===== src/hw/rtl/rtcc_pkg.sv =====
// Package for the calendar clock: word types, command codes and calendar helpers.
// No dependencies; compiled first.
`timescale 1ns / 1ps

package rtcc_pkg;

   localparam int unsigned CmdWidth   = 2;
   localparam int unsigned InWidth    = 7;
   localparam int unsigned YearWidth  = 14;
   localparam int unsigned MonthWidth = 4;
   localparam int unsigned DayWidth   = 5;
   localparam int unsigned HourWidth  = 5;
   localparam int unsigned MinWidth   = 6;

   localparam logic [YearWidth-1:0]  YEAR_MAX   = 14'd9999;
   localparam logic [MonthWidth-1:0] MONTH_MAX  = 4'd12;
   localparam logic [HourWidth-1:0]  HOUR_NOON  = 5'd12;
   localparam logic [HourWidth-1:0]  HOUR_LAST  = 5'd23;
   localparam logic [MinWidth-1:0]   MIN_LAST   = 6'd59;

   // Divisibility by 25 through the modular inverse: 25 * 7209 == 1 (mod 2^14),
   // so y is a multiple of 25 exactly when y * 7209 mod 2^14 <= (2^14-1)/25.
   localparam logic [YearWidth-1:0]  INV25      = 14'd7209;
   localparam logic [YearWidth-1:0]  DIV25_MAX  = 14'd655;

   localparam logic [DayWidth-1:0] MONTH_LEN [12] = '{
      5'd31, 5'd28, 5'd31, 5'd30, 5'd31, 5'd30,
      5'd31, 5'd31, 5'd30, 5'd31, 5'd30, 5'd31
   };
   localparam logic [DayWidth-1:0] FEB_LEAP_LEN = 5'd29;
   localparam logic [DayWidth-1:0] LONG_MONTH   = 5'd31;

   typedef enum logic [CmdWidth-1:0] {
      CMD_TICK     = 2'd0,
      CMD_SET_DATE = 2'd1,
      CMD_SET_TIME = 2'd2
   } cmd_type;

   typedef struct packed {
      logic [CmdWidth-1:0]  cmd;
      logic [InWidth-1:0]   new_month;
      logic [InWidth-1:0]   new_day;
      logic [YearWidth-1:0] new_year;
      logic [InWidth-1:0]   new_hour;
      logic [InWidth-1:0]   new_minute;
      logic [InWidth-1:0]   new_second;
   } req_word_type;

   typedef struct packed {
      logic [MonthWidth-1:0] cur_month;
      logic [DayWidth-1:0]   cur_day;
      logic [YearWidth-1:0]  cur_year;
      logic [HourWidth-1:0]  cur_hour;
      logic [MinWidth-1:0]   cur_minute;
      logic [MinWidth-1:0]   cur_second;
      logic [HourWidth-1:0]  shown_hour;
      logic                  is_pm;
      logic                  set_rejected;
   } rsp_word_type;

   typedef struct packed {
      logic [MonthWidth-1:0] month;
      logic [DayWidth-1:0]   day;
      logic [YearWidth-1:0]  year;
      logic [HourWidth-1:0]  hour;
      logic [MinWidth-1:0]   minute;
      logic [MinWidth-1:0]   second;
   } cal_type;

   localparam cal_type CAL_RESET = '{
      month:  4'd4,
      day:    5'd30,
      year:   14'd2025,
      hour:   5'd12,
      minute: 6'd0,
      second: 6'd0
   };

   function automatic logic is_leap(input logic [YearWidth-1:0] y);
      logic [2*YearWidth-1:0] prod;
      logic                   div25;
      prod  = y * {{YearWidth{1'b0}}, INV25};
      div25 = (prod[YearWidth-1:0] <= DIV25_MAX);
      // multiple of 4 but not of 100, or multiple of 400
      return ((y[1:0] == 2'b00) && !div25) || ((y[3:0] == 4'b0000) && div25);
   endfunction

   function automatic logic [DayWidth-1:0] days_in_month(input logic [InWidth-1:0] m,
                                                          input logic [YearWidth-1:0] y);
      logic [MonthWidth-1:0] idx;
      idx = m[MonthWidth-1:0] - 4'd1;
      if (m < 7'd1 || m > 7'd12) begin
         return LONG_MONTH;
      end else if (m == 7'd2 && is_leap(y)) begin
         return FEB_LEAP_LEN;
      end else begin
         return MONTH_LEN[idx];
      end
   endfunction

endpackage


===== src/hw/rtl/rtcc_if.sv =====
// Valid/ready channel interfaces for request and response words.
// Depends on rtcc_pkg.
`timescale 1ns / 1ps

interface rtcc_req_if;
   import rtcc_pkg::*;
   logic         valid;
   logic         ready;
   req_word_type word;
   modport source(output valid, output word, input ready);
   modport sink(input valid, input word, output ready);
endinterface

interface rtcc_rsp_if;
   import rtcc_pkg::*;
   logic         valid;
   logic         ready;
   rsp_word_type word;
   modport source(output valid, output word, input ready);
   modport sink(input valid, input word, output ready);
endinterface


===== src/hw/rtl/rtcc_next.sv =====
// Next-value logic of the calendar: tick carry chain, validated loads, display hour.
// Depends on rtcc_pkg.
`timescale 1ns / 1ps

module rtcc_next (
   input  rtcc_pkg::cal_type      cal,
   input  rtcc_pkg::req_word_type word,
   input  logic                   hour24_mode,
   output rtcc_pkg::cal_type      cal_next,
   output rtcc_pkg::rsp_word_type rsp
);
   import rtcc_pkg::*;

   logic                 date_ok;
   logic                 time_ok;
   logic                 rejected;
   logic [HourWidth-1:0] half_hour;

   assign date_ok = (word.new_year <= YEAR_MAX) &&
                    (word.new_month >= 7'd1) && (word.new_month <= 7'd12) &&
                    (word.new_day >= 7'd1) &&
                    (word.new_day <= {2'b00, days_in_month(word.new_month, word.new_year)});

   assign time_ok = (word.new_hour < 7'd24) && (word.new_minute < 7'd60) &&
                    (word.new_second < 7'd60);

   always_comb begin
      cal_next = cal;
      rejected = 1'b0;
      case (word.cmd)
         CMD_TICK: begin
            if (cal.second != MIN_LAST) begin
               cal_next.second = cal.second + 6'd1;
            end else begin
               cal_next.second = '0;
               if (cal.minute != MIN_LAST) begin
                  cal_next.minute = cal.minute + 6'd1;
               end else begin
                  cal_next.minute = '0;
                  if (cal.hour < HOUR_LAST) begin
                     cal_next.hour = cal.hour + 5'd1;
                  end else begin
                     cal_next.hour = '0;
                     if (cal.day < days_in_month({3'b000, cal.month}, cal.year)) begin
                        cal_next.day = cal.day + 5'd1;
                     end else begin
                        cal_next.day = 5'd1;
                        if (cal.month < MONTH_MAX) begin
                           cal_next.month = cal.month + 4'd1;
                        end else begin
                           cal_next.month = 4'd1;
                           cal_next.year  = (cal.year >= YEAR_MAX) ? '0 : cal.year + 14'd1;
                        end
                     end
                  end
               end
            end
         end
         CMD_SET_DATE: begin
            if (date_ok) begin
               cal_next.month = word.new_month[MonthWidth-1:0];
               cal_next.day   = word.new_day[DayWidth-1:0];
               cal_next.year  = word.new_year;
            end else begin
               rejected = 1'b1;
            end
         end
         CMD_SET_TIME: begin
            if (time_ok) begin
               cal_next.hour   = word.new_hour[HourWidth-1:0];
               cal_next.minute = word.new_minute[MinWidth-1:0];
               cal_next.second = word.new_second[MinWidth-1:0];
            end else begin
               rejected = 1'b1;
            end
         end
         default: begin
            // unused code: hold everything
         end
      endcase
   end

   // 12-hour display: fold the afternoon and show midnight/noon as 12
   assign half_hour = (cal_next.hour >= HOUR_NOON) ? cal_next.hour - HOUR_NOON : cal_next.hour;

   always_comb begin
      rsp.cur_month    = cal_next.month;
      rsp.cur_day      = cal_next.day;
      rsp.cur_year     = cal_next.year;
      rsp.cur_hour     = cal_next.hour;
      rsp.cur_minute   = cal_next.minute;
      rsp.cur_second   = cal_next.second;
      rsp.is_pm        = (cal_next.hour >= HOUR_NOON);
      rsp.set_rejected = rejected;
      if (hour24_mode) begin
         rsp.shown_hour = cal_next.hour;
      end else if (half_hour == '0) begin
         rsp.shown_hour = HOUR_NOON;
      end else begin
         rsp.shown_hour = half_hour;
      end
   end

endmodule


===== src/hw/rtl/calendar_clock_with_validated_set.sv =====
// Top level of the calendar clock: input register, calendar state, result register.
// Depends on rtcc_pkg, rtcc_if (rtcc_req_if, rtcc_rsp_if) and rtcc_next.
`timescale 1ns / 1ps

// Calendar clock with validated set. Each request word is a one-second tick, a
// set-date or a set-time command; each one returns exactly one response word with
// the full date and time after the command, the hour as displayed (0-23, or 1-12
// with a PM flag when csr hour24_mode is 0) and a flag that marks a rejected set.
// A set whose fields fail the checks (month 1-12, day within the month length with
// Gregorian leap years, year up to 9999, hour/minute/second within 24/60/60)
// changes nothing, and so does the unused command code. Reset state is 12:00:00 on
// April 30, 2025, 24-hour mode. Throughput is one word per clock while the response
// side takes words; each word passes the input register, then the single-pass
// calendar update into the result register, which holds the response word until
// it is taken. The carry chain and validation sit in one combinational pass between
// those two registers. Write hour24_mode only while no word is in flight.
module calendar_clock_with_validated_set (
   input  logic        clock,
   input  logic        reset,
   rtcc_req_if.sink    req_chan,
   rtcc_rsp_if.source  rsp_chan,
   input  logic        csr_wr_en,
   input  logic        csr_wr_data
);
   import rtcc_pkg::*;

   logic         hour24_ff;
   cal_type      cal_ff;
   cal_type      cal_in;
   logic         in_valid_ff;
   req_word_type in_word_ff;
   logic         out_valid_ff;
   rsp_word_type out_word_ff;
   rsp_word_type out_word_in;
   logic         advance;
   logic         take_req;

   // advance the held word when the result register is free or being drained
   assign advance  = in_valid_ff && (!out_valid_ff || rsp_chan.ready);
   assign req_chan.ready = !in_valid_ff || advance;
   assign take_req = req_chan.valid && req_chan.ready;

   assign rsp_chan.valid = out_valid_ff;
   assign rsp_chan.word  = out_word_ff;

   rtcc_next u_next (
      .cal         (cal_ff),
      .word        (in_word_ff),
      .hour24_mode (hour24_ff),
      .cal_next    (cal_in),
      .rsp         (out_word_in)
   );

   // display mode register
   always_ff @(posedge clock) begin
      if (reset) begin
         hour24_ff <= 1'b1;
      end else if (csr_wr_en) begin
         hour24_ff <= csr_wr_data;
      end
   end

   // calendar state: commit only when the word moves into the result register
   always_ff @(posedge clock) begin
      if (reset) begin
         cal_ff <= CAL_RESET;
      end else if (advance) begin
         cal_ff <= cal_in;
      end
   end

   // input register
   always_ff @(posedge clock) begin
      if (reset) begin
         in_valid_ff <= 1'b0;
      end else if (req_chan.ready) begin
         in_valid_ff <= req_chan.valid;
      end
   end

   always_ff @(posedge clock) begin
      if (take_req) begin
         in_word_ff <= req_chan.word;
      end
   end

   // result register: hold until taken, refill on advance
   always_ff @(posedge clock) begin
      if (reset) begin
         out_valid_ff <= 1'b0;
      end else if (advance) begin
         out_valid_ff <= 1'b1;
      end else if (rsp_chan.ready) begin
         out_valid_ff <= 1'b0;
      end
   end

   always_ff @(posedge clock) begin
      if (advance) begin
         out_word_ff <= out_word_in;
      end
   end

endmodule


===== src/flat_wrapper.sv =====
// flat-port wrapper written by rule: the top's interface ports become plain ports
module calendar_clock_with_validated_set_flat import rtcc_pkg::*;
  (clock, reset, csr_wr_en, csr_wr_data, req_chan_valid, req_chan_word, req_chan_ready, rsp_chan_valid, rsp_chan_word, rsp_chan_ready);
  rtcc_req_if req_chan_i ();
  rtcc_rsp_if rsp_chan_i ();
  input  logic clock;
  input  logic reset;
  input  logic csr_wr_en;
  input  logic csr_wr_data;
  input wire logic [$bits(req_chan_i.valid)-1:0] req_chan_valid;
  input wire logic [$bits(req_chan_i.word)-1:0] req_chan_word;
  output wire logic [$bits(req_chan_i.ready)-1:0] req_chan_ready;
  output wire logic [$bits(rsp_chan_i.valid)-1:0] rsp_chan_valid;
  output wire logic [$bits(rsp_chan_i.word)-1:0] rsp_chan_word;
  input wire logic [$bits(rsp_chan_i.ready)-1:0] rsp_chan_ready;
  assign req_chan_i.valid = req_chan_valid;
  assign req_chan_i.word = req_chan_word;
  assign req_chan_ready = req_chan_i.ready;
  assign rsp_chan_valid = rsp_chan_i.valid;
  assign rsp_chan_word = rsp_chan_i.word;
  assign rsp_chan_i.ready = rsp_chan_ready;
  calendar_clock_with_validated_set u_core (.clock(clock), .reset(reset), .req_chan(req_chan_i), .rsp_chan(rsp_chan_i), .csr_wr_en(csr_wr_en), .csr_wr_data(csr_wr_data));
endmodule

===== config.mk =====
export PLATFORM = sky130hd
export DESIGN_NAME = calendar_clock_with_validated_set_flat
export DESIGN_NICKNAME = d
export VERILOG_FILES = /design/src/hw/rtl/rtcc_pkg.sv /design/src/hw/rtl/rtcc_if.sv /design/src/hw/rtl/rtcc_next.sv /design/src/hw/rtl/calendar_clock_with_validated_set.sv /design/src/flat_wrapper.sv
export SDC_FILE = /design/constraint.sdc
export NUM_CORES = 1
export LEC_CHECK = 0
export BUFFER_PORTS_ARGS = -buffer_cell sky130_fd_sc_hd__buf_2
export CORE_MARGIN = 2
export CORE_UTILIZATION = 45
export CTS_CLUSTER_SIZE = 24
export DETAILED_ROUTE_END_ITERATION = 10
export PLACE_DENSITY_LB_ADDON = 0.08
export REMOVE_ABC_BUFFERS = 1
export SYNTH_ARGS = -nofsm -noshare
export SYNTH_HDL_FRONTEND = slang
export SYNTH_SLANG_ARGS = --single-unit

===== constraint.sdc =====
create_clock -name clock -period 17.25 [get_ports clock]
set_input_delay 0.8625 -clock clock [delete_from_list [all_inputs] [get_ports clock]]
set_output_delay 0.8625 -clock clock [all_outputs]
set_load 0.03 [all_outputs]

---- Yosys cells after proc, flatten, opt, wreduce, memory -nomap -nowiden ----
Memories as Yosys holds them, arrays and structs flattened.
Cells that the tools add are included.
storage, ports and cells
  register bits after elaboration ......... 141
  ROM bits ................................ 160
  input port bits ......................... 57
  output and inout port bits .............. 49
  word-level logic and storage cells ...... 134
  memories ................................ 2
memory list
  memory            words  width  rd ports  clocked after Yosys merged registers in  write ports  line            source
  (name not given)  16     5      1         0                                        0            rtcc_pkg.sv:97  return MONTH_LEN[idx];
  (name not given)  16     5      1         0                                        0            rtcc_pkg.sv:97
operators by class
  $add $sub $neg .......................... 9
  multipliers ............................. 2
  magnitude comparators ................... 21
  equality and inequality tests ........... 6
  muxes and demuxes ....................... 36
  bitwise gates (word level) .............. 2
  reduce and logical (&&, ||, !) cells .... 31
operator list
  kind                                                                                 count
  5-bit two-way mux                                                                    17
  23-bit two-way mux                                                                   2
  23-bit case mux with 2 select lines                                                  1
  14-bit two-way mux                                                                   3
  34-bit two-way mux                                                                   1
  17-bit case mux with 2 select lines                                                  1
  14-bit by 10-bit <= comparator with 1-bit output, second input constant              2
  14-bit by 13-bit multiplier with 14-bit output, second input constant                2
  28-bit two-way mux                                                                   1
  17-bit two-way mux                                                                   1
  14-bit by 1-bit adder with 14-bit output, second input constant                      1
  14-bit greater-or-equal comparator, second input constant                            1
  7-bit by 1-bit greater-or-equal comparator with 1-bit output, second input constant  2
  14-bit <= comparator, second input constant                                          1
  1-bit logical AND                                                                    14
  7-bit by 6-bit less-than comparator with 1-bit output, second input constant         2
  6-bit by 1-bit adder with 6-bit output, second input constant                        2
  6-bit two-way mux                                                                    2
  6-bit inequality test, second input constant                                         2
  5-bit by 1-bit adder with 5-bit output, second input constant                        2
  5-bit greater-or-equal comparator, second input constant                             2
  4-bit inverter with 5-bit output                                                     2
  4-bit zero test                                                                      2
  4-bit two-way mux                                                                    2
  25 further kinds                                                                     39

---- Depth between registers and ports, before layout ----
  depth after elaboration ................. 23
  depth in mapped cells ................... 28
  depth with buffers taken out ............ 27

---- Modules after synthesis ----
Synthesis repeated with hierarchy kept, for this count alone.
unflattened totals
  cells, all modules ...................... 987
  area, all modules ....................... 9908.3 um^2
by module, submodules not included
  module                             instances  cells each  area an instance (um^2)  sequential area each (um^2)
  rtcc_next                          1          702         5087.4                   0.0
  calendar_clock_with_validated_set  1          285         4820.9                   3803.6

---- Worst setup path after synthesis ----
Ideal clock, no wire load.
  path type ............................... reg-to-reg
  start ................................... register u_core.cal_ff[19] (netlist name)
  end ..................................... register u_core.out_word_ff, in the netlist u_core.rsp_chan.word[31], data pin
  library setup time ...................... 0.272 ns
  arrival ................................. 5.920 ns
  data required time ...................... 16.978 ns
  path slack .............................. 11.058 ns
  cell stages (with the launch flop) ...... 23
  path buffers ............................ 1
  clock period less this slack ............ 6.192 ns
  cells stage by stage .................... dfxtp_1 > fa_1 > ha_1 > ha_1 > inv_1 > fa_1 > fa_1 > inv_1 > ha_1 > a21oi_1 > nand2_1 > o21ai_0 > xor3_1 > o21ai_0 > a41oi_1 > ha_1 > nor4bb_1 > a41oi_4 > o31ai_1 > buf_2 > a31oi_1 > o21ai_0 > o311ai_1
RTL lines
  element                 line                                      source
  start, declared         calendar_clock_with_validated_set.sv:28   cal_type cal_ff;
  start signal, assigned  calendar_clock_with_validated_set.sv:68   cal_ff <= cal_in;
  end signal, assigned    calendar_clock_with_validated_set.sv:100  out_word_ff <= out_word_in;
  end, declared           calendar_clock_with_validated_set.sv:33   rsp_word_type out_word_ff;

---- Worst setup path in the final report ----
  start ................................... register u_core.in_word_ff[21] (netlist name)
  end ..................................... register u_core.cal_ff[34] (netlist name)
between the ends
  longest elaborated chain between the ends .. 12
  elaborated cells on any way between the ends .. 19
  those cells by class .................... 1 x mul; 3 x order compare; 4 x mux; 11 x reduce/logical
RTL lines
  element                                           line                                     source
  start, declared                                   calendar_clock_with_validated_set.sv:31  req_word_type in_word_ff;
  start signal, assigned                            calendar_clock_with_validated_set.sv:83  in_word_ff <= req_chan.word;
  14-bit by 13-bit multiplier with 14-bit output    rtcc_pkg.sv:82                           prod = y * {{YearWidth{1'b0}}, INV25};
  14-bit by 10-bit <= comparator with 1-bit output  rtcc_pkg.sv:83                           div25 = (prod[YearWidth-1:0] <= DIV25_MAX);
  1-bit zero test                                   rtcc_pkg.sv:85                           return ((y[1:0] == 2'b00) && !div25) || ((y[3:0] == 4'b0000) && div25);
  1-bit logical AND                                 rtcc_pkg.sv:85
  1-bit logical OR                                  rtcc_pkg.sv:85
  1-bit logical AND                                 rtcc_pkg.sv:94                           end else if (m == 7'd2 && is_leap(y)) begin
  5-bit two-way mux                                 rtcc_pkg.sv:94
  5-bit two-way mux                                 rtcc_pkg.sv:92                           if (m < 7'd1 || m > 7'd12) begin
  7-bit by 5-bit <= comparator with 1-bit output    rtcc_next.sv:22                          (word.new_day <= {2'b00, days_in_month(word.new_month, word.new_year)});
  1-bit logical AND (*)                             rtcc_next.sv:21                          (word.new_day >= 7'd1) &&
  23-bit two-way mux (*)                            rtcc_next.sv:60                          if (date_ok) begin
  23-bit case mux with 2 select lines (*)           rtcc_next.sv:30                          case (word.cmd)
Every way passes the cells marked *; elsewhere a longest branch is shown, timed or not.
A chain may end at the register's enable or synchronous reset.

==> flow_summary.rst <==
.. list-table::
   :header-rows: 1

   * - Metric
     - Value
   * - Worst reg2reg setup slack
     - 9.85 ns
   * - Required time of the critical path
     - 17.61 ns
   * - Crit-path max FO
     - 30
   * - Relative slew slack
     - 0.266
   * - Result of the run
     - complete, no violations
   * - Count of buffers from port buffering
     - 105
   * - Highest Clock Rate
     - 135 MHz
   * - Detailed-route DRC error count
     - 0
   * - Buffer type at the clock tree root
     - clkbuf_16
   * - Count of final max-slew check failures
     - 0
   * - Fraction of the mapped netlist area in simple logic gates
     - 0.151
   * - Hold buffer count at cts
     - 0
   * - Hold-critical path depth
     - 2
   * - Worst min-delay path startpoint
     - u_core.cal_ff[10]
   * - Final GP Congestion
     - 0.861
   * - Floorplan core area
     - 20400 µm²
   * - Count of final setup violators
     - 0
   * - Dominant combinational cell family by area after synthesis
     - compound AO/OA/AOI/OAI gates
   * - Worst skew pair latency
     - 0.44 ns
   * - Startpoint types
     - flop
   * - Via count of the first global-routing pass
     - 7173
   * - Highest cell delay on the worst timing path
     - 0.88 ns
   * - Startpoint-to-endpoint class of the critical path
     - reg2reg
   * - Number of search-and-repair iterations in the first detailed-routing pass
     - 5
   * - Share of synthesized area spent on multiplexers
     - 0.00921
   * - RSZ-0062 raised after global routing
     - false
   * - Clock Sinks
     - 141
   * - Final period util
     - 0.429
   * - Final hold violation count
     - 0
   * - Power density relative to cell area
     - 101 nW/µm²
   * - WL per Instance
     - 17.7 µm
   * - Most frequent cells in the layout
     - buf_2 (105), inv_1 (98), edfxtp_1 (98)
   * - Worst ir drop on vdd
     - 0.0640 mV
   * - Most frequent standard cell in the layout excluding fill and tap cells
     - buf_2
   * - Reported leakage power
     - 4.49 nW
   * - Sort of element at the end of the critical path
     - flop
   * - Synth-to-Final Area Change
     - 14.8%
   * - Worst Skew
     - 0.0177 ns
   * - Global-route usage over all layers
     - 0.221
   * - Gate count of the mapped netlist
     - 954
   * - Syn Area/Cell
     - 9.82 µm²
   * - Source of the worst register-to-register timing path
     - u_core.in_word_ff[21]
   * - Max Cap Viol
     - 0
   * - Data arrival time at the worst-slack endpoint
     - 7.76 ns
   * - Fraction of final layout cells sized beyond drive strength 1
     - 0.156
   * - Effective utilization at floorplan
     - 0.460
   * - Number of routed nets with antenna violations
     - 0
   * - Die H
     - 148 µm
   * - Maximum number of pins on one net before global-route repair
     - 50
   * - Violation count after the first detailed-routing iteration
     - 605
   * - Sum of overflow across all layers after global routing
     - 0
   * - Final instance area
     - 10800 µm²
   * - Adder and majority gate portion of the synthesized area
     - 0.171
   * - Share of the synthesized area in compound gates (AO/OA/AOI/OAI)
     - 0.171
   * - Number of gates given a new drive strength after cts
     - 0
   * - Total number of nets in the final design
     - 1220
   * - # Post-CTS Setup Buffers
     - 0
   * - First-pass GRT wire length
     - 38.3 mm
   * - Terminus of the critical flop-to-flop path
     - u_core.cal_ff[34]
   * - Number of synthesized flops with an enable pin
     - 98
   * - Hold worst-path end
     - u_core.cal_ff[10]
   * - Total of flip-flops plus latches after synthesis
     - 141
   * - CTS tree
     - yes
   * - Number of vias per cell after detailed routing
     - 5.62
   * - Fraction of the yosys area taken by sequential cells
     - 0.406
   * - Clock input transition at the sequential cells of the worst setup and hold paths
     - 0.06 ns
   * - Share of the synthesized netlist area taken by xor and xnor gates
     - 0.0347
   * - Worst hold-check path type
     - reg2reg
   * - Top Ports
     - 106
   * - Crit-path slowest cell
     - a21oi_1
   * - Transition time at the pin with the least slew margin
     - 1.10 ns
   * - Post-Place Cell Area
     - 10100 µm²
   * - Setup Total Neg Slack
     - 0 ns
   * - Die X
     - 148 µm
   * - Filler cell count
     - 1887
   * - Total via count after detailed routing
     - 7485
   * - Clock buffer count from CTS
     - 17
   * - Cell seen most often among critical-path stages
     - ha_1
   * - Synthesized cell area
     - 9370 µm²
   * - Placed wire-length estimate after detailed placement
     - 17.2 mm
   * - Antenna violations before repair
     - 0
   * - Number of H-tree branching levels
     - 4
   * - Most common flop cell mapped by yosys
     - edfxtp_1
   * - Number of library cell types mapped by synthesis
     - 82
   * - Min Hold Slack
     - 0.519 ns
   * - Total wirelength of the detailed-routed design
     - 23.6 mm
   * - Ys async rst share
     - 0
   * - Register-to-Register Path Depth
     - 28
   * - Count of standard-cell rows
     - 52
   * - Total inserted antenna cells
     - 0
   * - Time the final worst path needs with I/O delays and setup
     - 7.40 ns
   * - Worst-case clock buffer depth
     - 2
   * - Number of warnings issued by yosys
     - 0
   * - Total die area
     - 22000 µm²
## critical path, delay by kind of cell, from the launching register on
family | cells | cell delay, ns
fa+ha+maj | 7 | 2.74
simple gates | 6 | 1.00
xor+xnor | 3 | 0.39
compound gates | 9 | 2.32
buf+inv | 3 | 0.33
flops | 1 | 0.53
## state kept, by name, summed over array words and instances, names as in the netlist
| signal | cells |
|---|---|
| u_core.cal_ff | 40 |
| u_core.hour24_ff | 1 |
| u_core.in_valid_ff | 1 |
| u_core.in_word_ff | 51 |
| u_core.rsp_chan.valid | 1 |
| u_core.rsp_chan.word | 47 |
## per-layer routing
metal,GRT usage,vias up,wire [µm]
met3,0.0359,27,1290
li1,-,3687,-
met4,0.0571,0,304
met5,0,-,0
met1,0.326,3529,11300
met2,0.338,242,10700
## cell families (layout without fill, tap and decap cells)
logic type                 after synthesis  after routing
AOI/OAI and AO/OA                      232            232
xor gates and xnor gates                33             33
adders and majority gates              115            115
buffers and inverters                  137            244
DFF                                    141            141
muxes                                    8              8
and+or+nand+nor                        288            288
## layout make-up
cell class / count / area [µm²] / share of cell area
clock buffer: 19 / 443 / 0.0412
clock inverter: 13 / 178 / 0.0165
inverter: 99 / 373 / 0.0347
multi-input combinational: 676 / 5040 / 0.468
sequential: 141 / 3800 / 0.354
tap: 270 / 338 / 0.0314
timing repair buffer: 113 / 586 / 0.0544
## worst max-delay path by stage
stage                                     start                       end  slack, ns  cells after the start
final                     u_core.in_word_ff[21]         u_core.cal_ff[34]       9.85                     28
after global routing      u_core.in_word_ff[21]         u_core.cal_ff[34]       9.37                     28
after CTS                 u_core.in_word_ff[21]         u_core.cal_ff[34]       9.89                     28
after detailed placement  u_core.in_word_ff[21]         u_core.cal_ff[34]       9.94                     28
after global placement    u_core.in_word_ff[23]         u_core.cal_ff[34]      10.17                     28
after floorplan               u_core.cal_ff[19]  u_core.rsp_chan.word[31]      10.70                     21
## power breakdown
part | internal, mW | total, mW | switching [mW] | leakage [nW]
sequential | 0.383 | 0.402 | 0.0187 | 1.27
combinational | 0.126 | 0.291 | 0.165 | 2.92
clock | 0.235 | 0.391 | 0.156 | 0.291
## cells in the mapped netlist (all sizes together) (5+ instances only)
| library cell | instances | area (µm²) |
|---|---|---|
| inv | 99 | 372 |
| edfxtp | 98 | 2940 |
| nand2 | 97 | 364 |
| ha | 93 | 1160 |
| nor2 | 56 | 213 |
| a21oi | 48 | 240 |
| o21ai | 48 | 248 |
| dfxtp | 43 | 861 |
| clkbuf | 29 | 109 |
| xnor2 | 26 | 228 |
| nand3 | 25 | 125 |
| fa | 22 | 440 |
| nor3 | 20 | 100 |
| and3 | 16 | 100 |
| nor4 | 16 | 113 |
| a211oi | 13 | 97.6 |
| a31oi | 13 | 81.3 |
| and2 | 11 | 68.8 |
| o211ai | 11 | 82.6 |
| o31ai | 11 | 82.6 |
| nand2b | 10 | 65.1 |
| nand4 | 10 | 62.6 |
| a21o | 9 | 67.6 |
| buf | 9 | 52.6 |
| a221o | 7 | 70.1 |
| o22ai | 7 | 43.8 |
| mux2i | 6 | 63.8 |
| or3 | 6 | 37.5 |
| a22oi | 5 | 42.5 |
| a41oi | 5 | 62.6 |
| o21a | 5 | 37.5 |
| o21bai | 5 | 37.5 |
| o41ai | 5 | 43.8 |
| xor2 | 5 | 51.3 |
## metrics by stage
stage | worst slack [ns] | power [mW] | std cells | util
after floorplan | 10.70 | 0.628 | 916 | -
after global placement | 10.17 | 0.696 | 1299 | 0.498
after detailed placement | 9.94 | 0.701 | 1299 | 0.498
after CTS | 9.89 | 1.10 | 1331 | 0.528
after global routing | 9.37 | 1.15 | 1331 | 0.528
final | 9.85 | 1.08 | 1331 | 0.528
(Power assumes the default switching activity.)
